### config.mk
export PLATFORM = sky130hd
export DESIGN_NAME = priority_task_scheduler
export DESIGN_NICKNAME = d
export VERILOG_FILES = /design/src/ptsch_pkg.sv /design/src/priority_task_scheduler.sv /design/src/ptsch_ram.sv /design/src/ptsch_slot_upd.sv
export SDC_FILE = /design/constraint.sdc
export NUM_CORES = 1
export LEC_CHECK = 0
export ABC_AREA = 1
export BUFFER_PORTS_ARGS = -buffer_cell sky130_fd_sc_hd__buf_4
export CAP_MARGIN = 10
export CORE_MARGIN = 1.5
export CORE_UTILIZATION = 40
export CTS_CLUSTER_DIAMETER = 150
export CTS_CLUSTER_SIZE = 20
export DETAILED_ROUTE_END_ITERATION = 7
export GPL_TIMING_DRIVEN = 0
export HOLD_SLACK_MARGIN = 0.02
export SYNTH_ARGS = -nofsm -noshare
export SYNTH_HDL_FRONTEND = slang
export SYNTH_SLANG_ARGS = --single-unit
### constraint.sdc
create_clock -name clk -period 4.05 [get_ports clk]
set_input_delay 0.6075 -clock clk [delete_from_list [all_inputs] [get_ports clk]]
set_output_delay 0.6075 -clock clk [all_outputs]
set_load 0.01 [all_outputs]
### src/ptsch_pkg.sv
// shared types, codes and defaults for the priority task scheduler
package ptsch_pkg;

	localparam int NUM_TASKS_DEF = 16;
	localparam int TICK_BITS_DEF = 16;

	localparam int ACTION_W = 3;
	localparam int TASK_W   = 4;
	localparam int TICKS_W  = 16;

	localparam int S_TDATA_W = 24;
	localparam int M_TDATA_W = 8;

	typedef enum logic [1:0] {
		ST_EMPTY = 2'd0,
		ST_READY = 2'd1,
		ST_SUSP  = 2'd2,
		ST_SLEEP = 2'd3
	} slot_state_t;

	typedef enum logic [ACTION_W-1:0] {
		ACT_CREATE  = 3'd0,
		ACT_SUSPEND = 3'd1,
		ACT_RESUME  = 3'd2,
		ACT_SLEEP   = 3'd3,
		ACT_TICK    = 3'd4
	} action_t;

	typedef struct packed {
		logic        tick;
		logic        hit_t;
		slot_state_t t_state;
		logic        t_clr;
		logic        hit_c;
		slot_state_t c_state;
		logic        c_load;
	} upd_ctl_t;

endpackage

### src/priority_task_scheduler.sv
// fixed-priority task scheduler with the task table held in a ram
// per item: two lookups in the table ram, then a walk over it with one entry read,
//   updated and written per cycle, then the result in S_FIN; a new item is taken
//   only back in S_IDLE, after the result of the last one has been registered
// reset: control state and per-entry valid bits clear at once; an entry not
//   yet written reads as empty with count zero, so no clearing pass is needed
module priority_task_scheduler #(
	parameter int NUM_TASKS = ptsch_pkg::NUM_TASKS_DEF,
	parameter int TICK_BITS = ptsch_pkg::TICK_BITS_DEF
) (
	input  logic                            clk,
	input  logic                            arst_n,
	input  logic                            s_tvalid,
	output logic                            s_tready,
	// task_req[3:0], ticks[19:4], in_isr[20], zero pad
	input  logic [ptsch_pkg::S_TDATA_W-1:0] s_tdata,
	// action[2:0]
	input  logic [ptsch_pkg::ACTION_W-1:0]  s_tuser,
	output logic                            m_tvalid,
	input  logic                            m_tready,
	// run_task[3:0], run_valid[4], switched[5], accepted[6], zero pad
	output logic [ptsch_pkg::M_TDATA_W-1:0] m_tdata
);

	localparam int IW = $clog2(NUM_TASKS);
	localparam int EW = TICK_BITS + 2;
	localparam logic [31:0] TMAX = 32'((64'd1 << TICK_BITS) - 64'd1);
	localparam logic [IW-1:0] LAST = IW'(NUM_TASKS - 1);

	typedef enum logic [2:0] {
		S_IDLE,
		S_RD_T,
		S_RD_C,
		S_WALK,
		S_FIN
	} fsm_t;

	fsm_t state_q;

	logic [IW-1:0]        t_q;
	logic                 inr_q;
	logic                 isr_q;
	ptsch_pkg::action_t   act_q;
	logic [TICK_BITS-1:0] sat_q;

	logic [IW-1:0] cur_q;
	logic          cv_q;
	logic [IW-1:0] pend_q;

	ptsch_pkg::slot_state_t st_t_q;

	logic                   acc_q;
	logic                   sched_q;
	logic                   wr_t_q;
	ptsch_pkg::slot_state_t t_state_q;
	logic                   t_clr_q;
	logic                   wr_c_q;
	ptsch_pkg::slot_state_t c_state_q;
	logic                   c_load_q;
	logic                   tick_q;
	logic [IW-1:0]          pend_base_q;

	logic          found_q;
	logic [IW-1:0] first_q;
	logic          moved_q;
	logic [IW-1:0] pend_w_q;
	logic          cap_q;

	logic [NUM_TASKS-1:0] vld_q;
	logic                 ent_vld_s1;
	logic [IW-1:0]        ridx_s1;

	logic                       m_tvalid_q;
	logic [ptsch_pkg::M_TDATA_W-1:0] m_tdata_q;

	logic [31:0]   t32;
	logic          in_rng;
	logic [IW-1:0] t_idx;
	logic [31:0]   tk32;
	logic [TICK_BITS-1:0] sat;

	logic [IW-1:0] raddr;
	logic [EW-1:0] rdata;
	logic [EW-1:0] wdata;

	ptsch_pkg::slot_state_t eff_state;
	logic [TICK_BITS-1:0]   eff_count;

	logic                   d_acc;
	logic                   d_sched;
	logic                   d_wr_t;
	ptsch_pkg::slot_state_t d_t_state;
	logic                   d_t_clr;
	logic                   d_wr_c;
	ptsch_pkg::slot_state_t d_c_state;
	logic                   d_c_load;
	logic                   d_tick;
	logic [IW-1:0]          d_pend_base;

	ptsch_pkg::upd_ctl_t    ctl;
	ptsch_pkg::slot_state_t new_state;
	logic [TICK_BITS-1:0]   new_count;
	logic                   woken;

	logic [IW-1:0] pend_new;
	logic          rv;
	logic          sw;
	logic [31:0]   p32;

	assign t32    = 32'(s_tdata[3:0]);
	assign in_rng = t32 < NUM_TASKS;
	assign t_idx  = in_rng ? t32[IW-1:0] : '0;
	assign tk32   = 32'(s_tdata[19:4]);
	assign sat    = (tk32 > TMAX) ? TMAX[TICK_BITS-1:0] : tk32[TICK_BITS-1:0];

	always_comb begin
		unique case (state_q)
			S_IDLE:  raddr = t_idx;
			S_RD_T:  raddr = cur_q;
			S_RD_C:  raddr = '0;
			S_WALK:  raddr = (ridx_s1 == LAST) ? '0 : ridx_s1 + IW'(1);
			default: raddr = '0;
		endcase
	end

	ptsch_ram #(
		.WIDTH(EW),
		.DEPTH(NUM_TASKS)
	) u_table (
		.clk  (clk),
		.we   (state_q == S_WALK),
		.waddr(ridx_s1),
		.wdata(wdata),
		.raddr(raddr),
		.rdata(rdata)
	);

	assign eff_state = ent_vld_s1 ? ptsch_pkg::slot_state_t'(rdata[1:0]) : ptsch_pkg::ST_EMPTY;
	assign eff_count = ent_vld_s1 ? rdata[EW-1:2] : '0;

	always_comb begin
		d_acc       = 1'b0;
		d_sched     = 1'b0;
		d_wr_t      = 1'b0;
		d_t_state   = ptsch_pkg::ST_READY;
		d_t_clr     = 1'b0;
		d_wr_c      = 1'b0;
		d_c_state   = ptsch_pkg::ST_READY;
		d_c_load    = 1'b0;
		d_tick      = 1'b0;
		d_pend_base = pend_q;
		unique case (act_q)
			ptsch_pkg::ACT_CREATE: begin
				d_acc = inr_q && st_t_q == ptsch_pkg::ST_EMPTY;
				if (d_acc) begin
					d_wr_t  = 1'b1;
					d_t_clr = 1'b1;
					if (!cv_q || t_q < cur_q) begin
						d_sched = 1'b1;
						d_wr_c  = cv_q;
					end
				end
			end
			ptsch_pkg::ACT_SUSPEND: begin
				d_acc = inr_q && st_t_q != ptsch_pkg::ST_EMPTY;
				if (d_acc) begin
					d_wr_c    = cv_q && eff_state != ptsch_pkg::ST_EMPTY;
					d_wr_t    = 1'b1;
					d_t_state = ptsch_pkg::ST_SUSP;
					d_sched   = 1'b1;
				end
			end
			ptsch_pkg::ACT_RESUME: begin
				d_acc = inr_q && st_t_q != ptsch_pkg::ST_EMPTY;
				if (d_acc && st_t_q == ptsch_pkg::ST_SUSP) begin
					d_wr_t  = 1'b1;
					d_t_clr = 1'b1;
					if (!cv_q || t_q < cur_q) begin
						d_wr_c = cv_q && eff_state != ptsch_pkg::ST_EMPTY;
						if (isr_q) begin
							d_pend_base = t_q;
						end else begin
							d_sched = 1'b1;
						end
					end
				end
			end
			ptsch_pkg::ACT_SLEEP: begin
				d_acc   = 1'b1;
				d_sched = 1'b1;
				d_wr_c  = cv_q && eff_state != ptsch_pkg::ST_EMPTY;
				if (sat_q != '0) begin
					d_c_state = ptsch_pkg::ST_SLEEP;
					d_c_load  = 1'b1;
				end
			end
			ptsch_pkg::ACT_TICK: begin
				d_acc  = 1'b1;
				d_tick = 1'b1;
			end
			default: begin
				d_acc = 1'b0;
			end
		endcase
	end

	always_comb begin
		ctl.tick    = tick_q;
		ctl.hit_t   = wr_t_q && ridx_s1 == t_q;
		ctl.t_state = t_state_q;
		ctl.t_clr   = t_clr_q;
		ctl.hit_c   = wr_c_q && ridx_s1 == cur_q;
		ctl.c_state = c_state_q;
		ctl.c_load  = c_load_q;
	end

	ptsch_slot_upd #(
		.TICK_BITS(TICK_BITS)
	) u_upd (
		.state_in (eff_state),
		.count_in (eff_count),
		.ctl      (ctl),
		.load_val (sat_q),
		.state_out(new_state),
		.count_out(new_count),
		.woken    (woken)
	);

	assign wdata = {new_count, new_state};

	always_comb begin
		if (sched_q) begin
			pend_new = found_q ? first_q : pend_q;
			rv       = found_q;
		end else begin
			pend_new = moved_q ? pend_w_q : pend_base_q;
			rv       = moved_q || cap_q;
		end
		sw  = rv && (!cv_q || pend_new != cur_q);
		p32 = 32'(pend_new);
	end

	always_ff @(posedge clk or negedge arst_n) begin
		if (!arst_n) begin
			state_q    <= S_IDLE;
			cur_q      <= '0;
			cv_q       <= 1'b0;
			pend_q     <= '0;
			vld_q      <= '0;
			m_tvalid_q <= 1'b0;
		end else begin
			ent_vld_s1 <= vld_q[raddr];
			if (m_tvalid_q && m_tready && state_q != S_FIN) begin
				m_tvalid_q <= 1'b0;
			end
			unique case (state_q)
				S_IDLE: begin
					if (s_tvalid) begin
						t_q     <= t_idx;
						inr_q   <= in_rng;
						isr_q   <= s_tdata[20];
						act_q   <= ptsch_pkg::action_t'(s_tuser);
						sat_q   <= sat;
						state_q <= S_RD_T;
					end
				end
				S_RD_T: begin
					st_t_q  <= eff_state;
					state_q <= S_RD_C;
				end
				S_RD_C: begin
					acc_q       <= d_acc;
					sched_q     <= d_sched;
					wr_t_q      <= d_wr_t;
					t_state_q   <= d_t_state;
					t_clr_q     <= d_t_clr;
					wr_c_q      <= d_wr_c;
					c_state_q   <= d_c_state;
					c_load_q    <= d_c_load;
					tick_q      <= d_tick;
					pend_base_q <= d_pend_base;
					found_q     <= 1'b0;
					moved_q     <= 1'b0;
					cap_q       <= 1'b0;
					ridx_s1     <= '0;
					state_q     <= S_WALK;
				end
				S_WALK: begin
					vld_q[ridx_s1] <= 1'b1;
					if (!found_q && new_state == ptsch_pkg::ST_READY) begin
						found_q <= 1'b1;
						first_q <= ridx_s1;
					end
					if (woken && !moved_q && ridx_s1 < pend_q) begin
						moved_q  <= 1'b1;
						pend_w_q <= ridx_s1;
					end
					if (ridx_s1 == pend_base_q && new_state == ptsch_pkg::ST_READY) begin
						cap_q <= 1'b1;
					end
					if (ridx_s1 == LAST) begin
						state_q <= S_FIN;
					end else begin
						ridx_s1 <= ridx_s1 + IW'(1);
					end
				end
				S_FIN: begin
					if (!m_tvalid_q || m_tready) begin
						m_tvalid_q <= 1'b1;
						m_tdata_q  <= {1'b0, acc_q, sw, rv, p32[3:0]};
						pend_q     <= pend_new;
						if (sched_q) begin
							cv_q <= found_q;
							if (found_q) begin
								cur_q <= first_q;
							end
						end
						state_q <= S_IDLE;
					end
				end
				default: begin
					state_q <= S_IDLE;
				end
			endcase
		end
	end

	assign s_tready = (state_q == S_IDLE);
	assign m_tvalid = m_tvalid_q;
	assign m_tdata  = m_tdata_q;

endmodule

### src/ptsch_ram.sv
// generic single-port-write ram with registered read
module ptsch_ram #(
	parameter int WIDTH = 8,
	parameter int DEPTH = 16
) (
	input  logic                     clk,
	input  logic                     we,
	input  logic [$clog2(DEPTH)-1:0] waddr,
	input  logic [WIDTH-1:0]         wdata,
	input  logic [$clog2(DEPTH)-1:0] raddr,
	output logic [WIDTH-1:0]         rdata
);

	logic [WIDTH-1:0] mem [DEPTH];

	always_ff @(posedge clk) begin
		if (we) begin
			mem[waddr] <= wdata;
		end
		rdata <= mem[raddr];
	end

endmodule

### src/ptsch_slot_upd.sv
// update of one task table entry during the table walk
module ptsch_slot_upd #(
	parameter int TICK_BITS = ptsch_pkg::TICK_BITS_DEF
) (
	input  ptsch_pkg::slot_state_t state_in,
	input  logic [TICK_BITS-1:0]   count_in,
	input  ptsch_pkg::upd_ctl_t    ctl,
	input  logic [TICK_BITS-1:0]   load_val,
	output ptsch_pkg::slot_state_t state_out,
	output logic [TICK_BITS-1:0]   count_out,
	output logic                   woken
);

	logic [TICK_BITS-1:0] dec;

	always_comb begin
		dec       = (count_in != '0) ? count_in - TICK_BITS'(1) : '0;
		state_out = state_in;
		count_out = count_in;
		woken     = 1'b0;
		priority if (ctl.hit_t) begin
			state_out = ctl.t_state;
			if (ctl.t_clr) begin
				count_out = '0;
			end
		end else if (ctl.hit_c) begin
			state_out = ctl.c_state;
			if (ctl.c_load) begin
				count_out = load_val;
			end
		end else if (ctl.tick && state_in == ptsch_pkg::ST_SLEEP) begin
			count_out = dec;
			if (dec == '0) begin
				state_out = ptsch_pkg::ST_READY;
				woken     = 1'b1;
			end
		end
	end

endmodule

==> metrics <==
layout cell share with drive strength beyond 1=0.133; leakage=0.00687 uW; asr flop ratio synth=0.0730; Worst Clk Skew=0.0217 ns; Initial Util=0.406; Startpoint Class=register; global-route wire length before repair=73.5 mm; Routed Antenna Nets=0; synthesized area=17,100 um^2; post-synth cell types=56; final instance area=19,200 um^2; DIE AREA=43,900 um^2; die height=210 um; endpoint class of the critical path=register; Clk Latency, worst-skew pair=0.55 ns; Crit Path Max Fanout=16; CP max stage delay=0.88 ns; crit path DAT=3.82 ns; Nets=1,614; post-DP HPWL=35.3 mm; Setup WS pre-CTS=0.239 ns; Max VDD drop=0.375 mV; Post-synth EDFFs=350; top_reg_cell synth=edfxtp_1; # port buffers=36; CP most frequent cell=clkbuf_1; drt first pass iters=5; largest net degree at the start of global routing=34; CP startpoint=ridx_s1[0]; H-tree Lvls=1; hold_sp=s_tdata[16]; Fmax achieved=0.275 GHz; share of Yosys cell area claimed by the top area cell type=0.616; relative slew slack=0.322; overflow left after global routing=0; initial antenna violation count=1; GP Congestion=0.932; Post-Route WL=49.9 mm; Iteration-0 DRC Markers=1,437; Post-Syn Area per Cell=11.5 um^2; syn_nets=1,526; # setup viols final=0; clk sinks=397; cell area after placement=18,500 um^2; RSZ-0062 raised after global routing=false; Inserted Diodes=0; Max Slew Vio Count=0; post-synthesis cell count=1,484; Row Count=75; Util after Layout=0.456; CP Data Required Time=4.24 ns; Worst Hold Class=input port to register; all-layer global routing usage=0.226; critical path class=register to register; crit-path cells=inv_1 > o22ai_1 > a21oi_1 > nand3_1 > or2_2 > clkbuf_1 > clkbuf_1 > o21ai_2; busiest grt layer=met2; clock root buffer=clkbuf_16; post-DR wirelength/cell=23.5 um; Remaining DRCs=0; max_cap viols=0; core area=42,000 um^2; post-route minimum period=3.64 ns; Area contributors post-synth=edfxtp_1 (62%), nor2_1 (5.9%), o21ai_0 (5.4%), dfrtp_1 (4.3%), nand2_1 (3.4%); Worst Max-Slew Pin Slew=1.02 ns; TritonCTS buffer count=23; worst r2r src=ridx_s1[0]; Clock Path Buffers=3; Final Hold Viols=0; Setup WS post-layout=0.414 ns; vias in the first global route=11,700; vias after detailed routing=12,000; largest area contributor in the netlist=edfxtp_1; status=complete, no violations; die width=210 um; Top-Level Pins=41; M1 GR Usage=0.316; Slowest-stage cell, CP=o21ai_2; CTS tree=built; fillcell total=3,904; met3 Use GR=0.0370; period utilisation layout=0.898; Synth Register Bits=397; YS warnings=0; post-synthesis sequential area ratio=0.679; pwr dens=837 nW/um^2; met2 global-route usage=0.359; Synth-to-Final Area Change=12.2%; post-DR vias/cell=5.66; clock transition at the registers of the reported paths=0.09 ns
synthesized netlist by cell type, types with 17 or more instances:
| cell | instances |
|---|---|
| a21oi_1 | 51 |
| buf_2 | 31 |
| clkbuf_1 | 37 |
| dfrtp_1 | 29 |
| dfxtp_1 | 18 |
| edfxtp_1 | 350 |
| inv_1 | 74 |
| nand2_1 | 156 |
| nand3_1 | 37 |
| nor2_1 | 267 |
| o21ai_0 | 185 |
| o21ai_1 | 19 |
| o22ai_1 | 17 |
| o32ai_1 | 38 |
per-layer routing:
layer  wire length [um]  share of wire  vias to the layer above
met3               4000          0.080                       76
met2              22700           0.45                      505
met5                 11        0.00022                        -
met1              21600           0.43                     5929
li1                   -              -                     5528
met4               1670          0.033                        2
metrics by stage:
step                TNS (ns)  hold WS, ns  cells  power, uW
CTS                        0        0.214   2126      15900
detailed placement         0        0.431   2084      13600
global route               0        0.217   2127      16800
global placement      -72.52        0.415   2059      13300
finish                     0        0.235   2127      16000
floorplan                  0        0.312   1484      10400
worst paths after layout:
kind / endpoint / slack (ns) / cells past startpoint
min in group asynchronous: m_tvalid / 0.55 / 2
max: u_table.mem[13][13] / 0.41 / 8
max reg2reg: u_table.mem[13][13] / 0.41 / 8
min: sat_q[12] / 0.23 / 1
max in group asynchronous: vld_q[12] / 3.10 / 2
min reg2reg: m_tdata[6] / 0.45 / 0
worst max-delay path, delay by kind of cell (launching register included):
| family | cells | cell delay (ns) |
|---|---|---|
| buffers and inverters | 3 | 0.88 |
| flip-flops | 1 | 0.54 |
| AND/OR/NAND/NOR | 2 | 0.69 |
| AO/OA/AOI/OAI | 3 | 1.14 |
logic make-up after synthesis:
logic type | share of synthesized area
and+or+nand+nor | 0.132
AOI/OAI and AO/OA | 0.133
DFF | 0.679
other | 0.000220
buffers and inverters | 0.0407
adders and majority gates | 0.00806
muxes | 0.000660
xor gates and xnor gates | 0.00564
timing repair:
action | in CTS | in global routing
hold endpoints to repair | 1 | 0
hold buffers | 1 | 0
setup buffers | 0 | 0
gates resized for setup | 0 | 0
layout make-up:
cell class | instances | area (um^2) | share of cell area
Sequential cell | 397 | 11600 | 0.605
Multi-Input combinational cell | 926 | 4870 | 0.254
Timing Repair Buffer | 63 | 676 | 0.0353
Tap cell | 539 | 674 | 0.0352
Clock buffer | 40 | 639 | 0.0334
Buffer | 77 | 379 | 0.0198
Inverter | 84 | 315 | 0.0165
Clock inverter | 1 | 5.00 | 0.000261
cells in the final DEF (no fill, tap or decap), types with 5 or more instances in the layout:
| cell | instances |
|---|---|
| edfxtp_1 | 350 |
| nor2_1 | 249 |
| o21ai_0 | 174 |
| nand2_1 | 156 |
| inv_1 | 74 |
| clkbuf_1 | 54 |
| a21oi_1 | 51 |
| buf_4 | 46 |
| nand3_1 | 37 |
| o32ai_1 | 37 |
| buf_2 | 31 |
| dfrtp_1 | 29 |
| nor2_2 | 25 |
| o21ai_1 | 23 |
| clkbuf_16 | 23 |
| dfxtp_1 | 18 |
| o22ai_1 | 15 |
| o211ai_1 | 15 |
| buf_8 | 15 |
| or2_2 | 13 |
| o221ai_1 | 13 |
| ha_1 | 11 |
| xor2_1 | 10 |
| o21ai_2 | 9 |
| a32oi_1 | 9 |
| nand2_4 | 8 |
| nor3_1 | 8 |
| nand4_1 | 7 |
| inv_2 | 7 |
| nand2_2 | 6 |
| nand3_2 | 6 |
| nor4_1 | 6 |
| o311ai_1 | 5 |
sequential cells by signal, indices dropped and copies added (netlist names), 4 cells and up:
name           flops
cur_q              4
first_q            4
m_tdata            7
pend_base_q        4
pend_q             4
pend_w_q           4
ridx_s1            4
sat_q             16
t_q                4
u_table.mem      288
u_table.rdata     18
vld_q             16
power by group:
part,leakage [uW],internal (uW),total (uW),switching [uW]
Sequential,0.00369,5660,5940,280
Combinational,0.00287,2050,7710,5660
Clock,0.000307,1080,2370,1300
Note: power is estimated with default switching activity, not from simulation.
